### src/hdl/srct_pkg.sv
`default_nettype none

package srct_pkg;

    // table geometry defaults
    localparam int ENTRY_COUNT_DEF = 1024;
    localparam int COUNT_BITS_DEF  = 32;

    // field widths
    localparam int REQ_TYPE_W = 2;
    localparam int INDEX_W    = 10;
    localparam int FIELD_W    = 32;
    localparam int ACTIVE_W   = 11;
    localparam int PRATE_W    = 16;
    localparam int FRAC_W     = 16;
    localparam int QBITS      = 32;

    // configuration port
    localparam int CFG_IDX_W  = 2;
    localparam int CFG_DATA_W = 32;

    localparam logic [CFG_IDX_W-1:0] CFG_ACTIVE_ENTRIES = 2'd0;
    localparam logic [CFG_IDX_W-1:0] CFG_PRIOR_RATE     = 2'd1;
    localparam logic [CFG_IDX_W-1:0] CFG_PRIOR_ALPHA    = 2'd2;
    localparam logic [CFG_IDX_W-1:0] CFG_PRIOR_BETA     = 2'd3;

    localparam logic [ACTIVE_W-1:0] ACTIVE_RST = 11'd1024;
    localparam logic [PRATE_W-1:0]  PRATE_RST  = 16'd655;
    localparam logic [31:0]         ALPHA_RST  = 32'd65536;
    localparam logic [31:0]         BETA_RST   = 32'd6488064;

    // request codes; the unused code behaves as a query
    localparam logic [REQ_TYPE_W-1:0] REQ_IMPRESSION = 2'd0;
    localparam logic [REQ_TYPE_W-1:0] REQ_CLICK      = 2'd1;
    localparam logic [REQ_TYPE_W-1:0] REQ_QUERY      = 2'd2;

    localparam logic [FIELD_W-1:0] QUALITY_ONE = 32'h0001_0000;

    // divisor width for the default count width
    localparam int DEN_W_DEF = COUNT_BITS_DEF + FRAC_W + 1;

    typedef enum logic [2:0] {
        ST_CLEAR,
        ST_IDLE,
        ST_UPDATE,
        ST_LOAD,
        ST_DIV_RATE,
        ST_QUAL_LOAD,
        ST_DIV_QUAL,
        ST_DONE
    } t_state;

    typedef struct packed {
        logic take;
        logic clear;
        logic update;
        logic load_rate;
        logic store_rate;
        logic load_qual;
        logic out_load;
    } t_cmd;

    typedef struct packed {
        logic accepted;
        logic clear_last;
        logic idx_ok;
        logic div_done;
        logic out_free;
    } t_status;

endpackage

`default_nettype wire

### src/hdl/srct_ctrl.sv
`default_nettype none

module srct_ctrl (
    input  wire logic              i_clk,
    input  wire logic              i_rst_n,
    input  wire srct_pkg::t_status i_status,
    output srct_pkg::t_cmd         o_cmd
);
    import srct_pkg::*;

    t_state r_state;
    t_state n_state;

    always_ff @(posedge i_clk) begin
        if (!i_rst_n) begin
            r_state <= ST_CLEAR;
        end else begin
            r_state <= n_state;
        end
    end

    always_comb begin
        n_state = r_state;
        case (r_state)
            ST_CLEAR: begin
                if (i_status.clear_last) n_state = ST_IDLE;
            end
            ST_IDLE: begin
                if (i_status.accepted) n_state = ST_UPDATE;
            end
            ST_UPDATE: begin
                n_state = i_status.idx_ok ? ST_LOAD : ST_DONE;
            end
            ST_LOAD: begin
                n_state = ST_DIV_RATE;
            end
            ST_DIV_RATE: begin
                if (i_status.div_done) n_state = ST_QUAL_LOAD;
            end
            ST_QUAL_LOAD: begin
                n_state = ST_DIV_QUAL;
            end
            ST_DIV_QUAL: begin
                if (i_status.div_done) n_state = ST_DONE;
            end
            ST_DONE: begin
                if (i_status.out_free) n_state = ST_IDLE;
            end
            default: begin
                n_state = ST_CLEAR;
            end
        endcase
    end

    always_comb begin
        o_cmd = '0;
        case (r_state)
            ST_CLEAR:     o_cmd.clear      = 1'b1;
            ST_IDLE:      o_cmd.take       = 1'b1;
            ST_UPDATE:    o_cmd.update     = i_status.idx_ok;
            ST_LOAD:      o_cmd.load_rate  = 1'b1;
            ST_DIV_RATE:  o_cmd.store_rate = i_status.div_done;
            ST_QUAL_LOAD: o_cmd.load_qual  = 1'b1;
            ST_DIV_QUAL:  o_cmd = '0;
            ST_DONE:      o_cmd.out_load   = i_status.out_free;
            default:      o_cmd = '0;
        endcase
    end
endmodule

`default_nettype wire

### config.mk
export PLATFORM = sky130hd
export DESIGN_NAME = srct_ctrl
export DESIGN_NICKNAME = d
export VERILOG_FILES = /design/src/hdl/srct_pkg.sv /design/src/hdl/srct_ctrl.sv
export SDC_FILE = /design/constraint.sdc
export NUM_CORES = 1
export LEC_CHECK = 0
export ABC_AREA = 1
export BUFFER_PORTS_ARGS = -buffer_cell sky130_fd_sc_hd__buf_2
export CORE_AREA = 2 2 39 41
export DETAILED_ROUTE_END_ITERATION = 8
export DIE_AREA = 0 0 41 43
export PLACE_DENSITY = 0.45
export SLEW_MARGIN = 5
export SYNTH_ARGS = -nofsm -noshare
export SYNTH_HDL_FRONTEND = slang
export SYNTH_SLANG_ARGS = --single-unit
### constraint.sdc
create_clock -name i_clk -period 1 [get_ports i_clk]
set_input_delay 0.05 -clock i_clk [delete_from_list [all_inputs] [get_ports i_clk]]
set_output_delay 0.05 -clock i_clk [all_outputs]
set_load 0.01 [all_outputs]
==> results of run 1 <==
tightest hold or removal path: stages:
cell	delay, ns
buf_2	0.12
inv_1	0.05
nor2_1	0.03
how the worst max path moves through the flow:
stage          cells past startpoint  slack, ns  startpoint          to
3_3_place_gp                       7      -0.08  r_state[1]  r_state[1]
4_1_cts                            9      -0.12  r_state[0]  r_state[1]
3_5_place_dp                       7      -0.11  r_state[1]  r_state[1]
5_1_grt                            6      -0.18  r_state[0]    o_cmd[1]
6_report                           4      -0.13  r_state[2]    o_cmd[2]
2_1_floorplan                      8     -0.005  r_state[2]  r_state[1]
layer usage:
layer	wire length, um	global-route usage [%]
met1	354	12.2
met2	433	18.8
met5	0	0
met4	0	4.00
met3	53	3.14
cell type report:
type | instances | area share (%)
sequential | 3 | 12.0
clock buffer | 4 | 4.42
multi-input combinational | 33 | 39.2
timing repair buffer | 26 | 33.5
inverter | 10 | 7.58
tap | 16 | 3.37
Yosys cell counts:
cell type / number
nor3_1: 2
nor2_2: 2
nand4_1: 1
nor2_1: 9
dfxtp_1: 3
nand3_2: 2
nand2_1: 6
nand2_2: 2
nand2_4: 1
inv_2: 2
nor2_4: 2
nand3b_1: 2
nand3_1: 2
a21oi_1: 2
buf_4: 1
inv_1: 8
buf_6: 1
power by group through the flow:
| stage | Clock, W | Combinational, W | Sequential [W] |
|---|---|---|---|
| floorplan | 0 | 0.000638 | 0.000220 |
| global placement | 0 | 0.000876 | 0.000273 |
| detailed placement | 0 | 0.000883 | 0.000269 |
| CTS | 0.000214 | 0.00113 | 0.000299 |
| global route | 0.000223 | 0.00142 | 0.000319 |
| finish | 0.000206 | 0.00130 | 0.000309 |
what timing repair did:
item	in CTS	in global routing
buffers inserted	5	0
gates resized for setup	15	14
endpoints found under the setup margin	10	10
pin swaps	4	8
hold buffers	0	0
through the flow:
step | setup slack (ns) | utilization [%] | hold WS [ns] | total power, W
floorplan | -0.00504 | - | 0.162 | 0.000858
global placement | -0.0837 | 31.5 | 0.299 | 0.00115
detailed placement | -0.115 | 31.5 | 0.295 | 0.00115
CTS | -0.123 | 39.2 | 0.0485 | 0.00165
global route | -0.184 | 42.9 | 0.0680 | 0.00196
finish | -0.130 | 42.9 | 0.0610 | 0.00181
cells by family after synthesis:
logic type,count (synthesis),share of synthesized area (%)
simple gates,31,58.3
buf+inv,12,18.6
flops,3,19.8
compound gates,2,3.31
==> out/metrics.csv, run 1 <==
stage,metric,value,unit
pwr,Int Power,0.00103,W
layout,fin nets,84,
outcome,status,finished with violations,
drt,Via Count,381,
layout,area of the multi-input gates,233,um^2
hold_path,worst hold path cell count,3,
layout,"commonest cells after routing, fill and taps aside","buf_2 (12), buf_6 (9), nor2_1 (8)",
layout,diode count,0,
pwr,largest vdd supply drop,1.40,mV
synth,cell count after synthesis,48,
die,core area,1380,um^2
die,die width,41,um
timing,# setup viols final,10,
drt,Iteration-0 DRC Markers,4,
drt,Post-route DRC,0,
setup_path,"Slowest-stage cell, CP",dfxtp_4,
layout,Layout Cells excl Fill,92,
layout,post-route cell area,594,um^2
synth,sequential fraction of the synthesis area,19.8,%
grt,largest net degree at the start of global routing,6,
placement,final HPWL from detailed placement,601,um
grt,number of global-route vias before repair,363,
synth,synth warn,0,
setup_path,reg2reg end,r_state[1],
timing,Max Fclk,885,MHz
timing,worst clock skew,0.00108,ns
layout,share of cells above drive strength 1,71.1,%
timing,crit path time final,1.13,ns
layout,Reg area,71.3,um^2
setup_path,internal reg-to-reg setup slack,-0.12,ns
setup_path,R2R cell count,9,
clocking,CTS Buf Count,3,
setup_path,Worst setup SP type,flip-flop,
pwr,Psw,0.000782,W
setup_path,Worst path top cell family by delay,flip-flops,
clocking,htree depth,1,
layout,Area Overhead vs Synth,96.3,%
pwr,PD cells,3040,nW/um^2
drt,first-pass iteration count of the detailed router,2,
layout,Fill cells,149,
placement,GP Congestion,0.671,
clocking,worst-case clock buffer depth,2,
clocking,root buffer cell,clkbuf_4,
synth,Syn Nets,55,
job,max cap viols,0,
synth,syn_area_per_cell,6.31,um^2
die,Die H,43,um
synth,library cells used by synthesis,17,
synth,Seq cells post-synth,3,
pwr,combinational share of power,71.6,%
die,row count,14,
drt,per-cell routed wire length,9.14,um
pwr,Clk network pwr share,11.4,%
grt,first-pass GRT wire length,1340,um
setup_path,CP max stage delay,0.38,ns
layout,max reg flops,3,
synth,Synth top area share,19.8,%
setup_path,Reg2Reg Launch Point,r_state[0],
clocking,Worst-Skew Late Latency,0.23,ns
die,initial core utilization,21.9,%
grt,GRT overflow,0,
timing,Tcrit/Tclk final,113,%
setup_path,CP endpoint kind,primary output,
layout,Regs by FF count,r_state x3,
timing,Final TNS setup,-0.958,ns
setup_path,worst path cell trace,"inv_6, buf_6, nor3_2, buf_2",
setup_path,crit path kind,reg -> out,
timing,fin. max-slew vios,0,
timing,final hold vios,0,
hold_path,hold path startpoint,i_rst_n,
timing,RSZ-0062 raised after global routing,true,
layout,Top reg by flops,r_state,
synth,biggest area consumer among synthesized cells,dfxtp_1,
hold_path,HP Class,in -> reg,
setup_path,Worst EP required,0.95,ns
synth,synthesized cell area,303,um^2
die,IO Pins,14,
synth,"top cells by area, synth","dfxtp_1 (20%), nor2_1 (11%), inv_1 (9.9%)",
clocking,CTS tree,built,
timing,Worst slew margin,89.9,%
pwr,Net Sw Frac,43.2,%
clocking,clock-pin transition on the worst setup and hold timing paths,0.04,ns
drt,vias per cell,4.14,
pwr,Pleak,0.300,nW
timing,final setup margin,-0.130,ns
grt,initial antenna violation count,0,
layout,"commonest non-fill, non-tap cell in the layout",buf_2,
placement,I/O Buffers,13,
timing,worst-margin pin slew,0.151,ns
setup_path,Critical Path AT,1.08,ns
placement,"Cell Area, Placed",435,um^2
clocking,CTS Sinks,3,
placement,DP Cell Count,83,
die,full die area,1760,um^2
setup_path,CP max FO,4,
hold_path,hold endpoint,r_state[2],
grt,GRT Total Usage,11.0,%
pwr,Sequential Power Share,17.1,%
drt,drt total wl,841,um
setup_path,CP bufs+invs,3,
drt,"antenna viol nets, final",0,
outcome,failing checks,negative setup slack,
Power figures use the tool's default switching activity.
==> run 2: changes to the inputs <==
==> constraint.sdc (replaced) <==
create_clock -name i_clk -period 1 [get_ports i_clk]
set_input_delay 0 -clock i_clk [delete_from_list [all_inputs] [get_ports i_clk]]
set_output_delay 0 -clock i_clk [all_outputs]
set_load 0.01 [all_outputs]
==> run 2 against run 1 <==
The flow still finishes with violations (negative setup slack). Combinational power fell by 17%. Highest routed layer unchanged. Design area fell by 5.7%. Sequential power rose by 7.4%.
==> out/metrics.csv, run 2 (synthesis results as in run 1) <==
stage,metric,value,unit
die,Die H,43,um
drt,first-pass iteration count of the detailed router,2,
outcome,status,finished with violations,
layout,"commonest cells after routing, fill and taps aside","buf_2 (12), nor2_1 (8), buf_6 (8)",
drt,Via Count,350,
drt,drt total wl,730,um
pwr,PD cells,2890,nW/um^2
drt,vias per cell,3.89,
die,die width,41,um
layout,diode count,0,
placement,final HPWL from detailed placement,587,um
grt,GRT overflow,0,
setup_path,internal reg-to-reg setup slack,-0.06,ns
clocking,CTS tree,built,
clocking,htree depth,1,
layout,Area Overhead vs Synth,85.1,%
drt,Iteration-0 DRC Markers,3,
clocking,Worst-Skew Late Latency,0.23,ns
timing,Tcrit/Tclk final,108,%
grt,GRT Total Usage,10.8,%
die,row count,14,
layout,share of cells above drive strength 1,63.5,%
setup_path,Worst EP required,1.00,ns
clocking,worst-case clock buffer depth,2,
timing,Max Fclk,923,MHz
job,max cap viols,0,
hold_path,worst hold path cell count,6,
setup_path,reg2reg end,r_state[2],
clocking,root buffer cell,clkbuf_4,
timing,worst-margin pin slew,0.163,ns
setup_path,crit path kind,reg -> out,
pwr,largest vdd supply drop,1.24,mV
timing,final hold vios,0,
timing,fin. max-slew vios,0,
die,initial core utilization,21.9,%
drt,per-cell routed wire length,8.11,um
hold_path,hold endpoint,r_state[2],
timing,Worst slew margin,89.1,%
layout,"commonest non-fill, non-tap cell in the layout",buf_2,
setup_path,Reg2Reg Launch Point,r_state[0],
placement,GP Congestion,0.675,
placement,I/O Buffers,13,
timing,crit path time final,1.08,ns
grt,largest net degree at the start of global routing,6,
pwr,Pleak,0.293,nW
drt,Post-route DRC,0,
layout,Regs by FF count,r_state x3,
layout,Top reg by flops,r_state,
setup_path,R2R cell count,6,
grt,first-pass GRT wire length,1280,um
timing,worst clock skew,0.00117,ns
grt,initial antenna violation count,0,
pwr,Final Power,0.00162,W
timing,# setup viols final,9,
die,core area,1380,um^2
setup_path,CP max FO,5,
drt,"antenna viol nets, final",0,
timing,WHS,0.224,ns
setup_path,Critical Path AT,1.08,ns
clocking,clock-pin transition on the worst setup and hold timing paths,0.04,ns
setup_path,Worst setup SP type,flip-flop,
layout,max reg flops,3,
die,full die area,1760,um^2
clocking,CTS Sinks,3,
layout,Final Util,40.5,%
hold_path,HP Class,in -> reg,
timing,RSZ-0062 raised after global routing,true,
timing,final setup margin,-0.0838,ns
timing,Final TNS setup,-0.465,ns
die,IO Pins,14,
outcome,failing checks,negative setup slack,
layout,fin nets,82,
hold_path,hold path startpoint,i_status[1],
clocking,CTS Buf Count,3,
placement,pre-CTS setup slack,-0.0992,ns
setup_path,CP endpoint kind,primary output,
grt,number of global-route vias before repair,342,
-- run 2: area by class of cell --
| class | count | area (um^2) |
|---|---|---|
| clock buffers | 4 | 26.3 |
| fillers | 151 | 823 |
| inverters | 10 | 45.0 |
| multi-input cells | 33 | 215 |
| flip-flops and latches | 3 | 71.3 |
| well taps | 16 | 20.0 |
| repair buffers | 24 | 183 |
-- run 2: timing repair --
| action | CTS | global route |
|---|---|---|
| setup endpoints to repair | 10 | 10 |
| buffers inserted | 1 | 1 |
| endpoints found under the hold margin | 1 | 0 |
| hold buffers | 1 | 0 |
| pin swaps | 1 | 4 |
| resized for setup | 19 | 5 |
-- run 2: per-stage QoR --
| step | cells | instance area (um^2) |
|---|---|---|
| after global placement | 84 | 443 |
| final | 90 | 561 |
| after CTS | 90 | 548 |
| after detailed placement | 84 | 443 |
| after global routing | 90 | 561 |
| after floorplan | 48 | 313 |
-- run 2: power by group --
part           total [W]  leakage (nW)  switching, W  internal [W]
logic            0.00108         0.252      0.000523      0.000553
clock network   0.000212        0.0150     0.0000621      0.000149
registers       0.000332        0.0267      0.000126      0.000206
-- run 2: how the worst max path moves through the flow --
stage / slack (ns) / cells after the start / endpoint / from
after floorplan: -0.005 / 8 / r_state[1] / r_state[2]
after global placement: -0.09 / 7 / r_state[1] / r_state[1]
after detailed placement: -0.1 / 7 / r_state[1] / r_state[1]
after CTS: -0.11 / 6 / o_cmd[1] / r_state[0]
after global routing: -0.17 / 6 / o_cmd[1] / r_state[0]
final: -0.08 / 6 / o_cmd[1] / r_state[0]
-- run 2: worst max-delay path, cell delays in order, from the launching register on --
cell and delay [ns]:
dfxtp_4 0.39, inv_6 0.05, nor2_4 0.09, buf_6 0.10, inv_2 0.02, nor2_1 0.06
buf_2 0.13
-- run 2: per-layer routing --
layer	global-route usage, %	vias to the layer above	part of all wire [%]
li1	-	197	-
met1	11.9	140	46
met2	16.6	13	45
met3	4.71	0	8.8
met4	6.00	0	0
met5	0	-	0
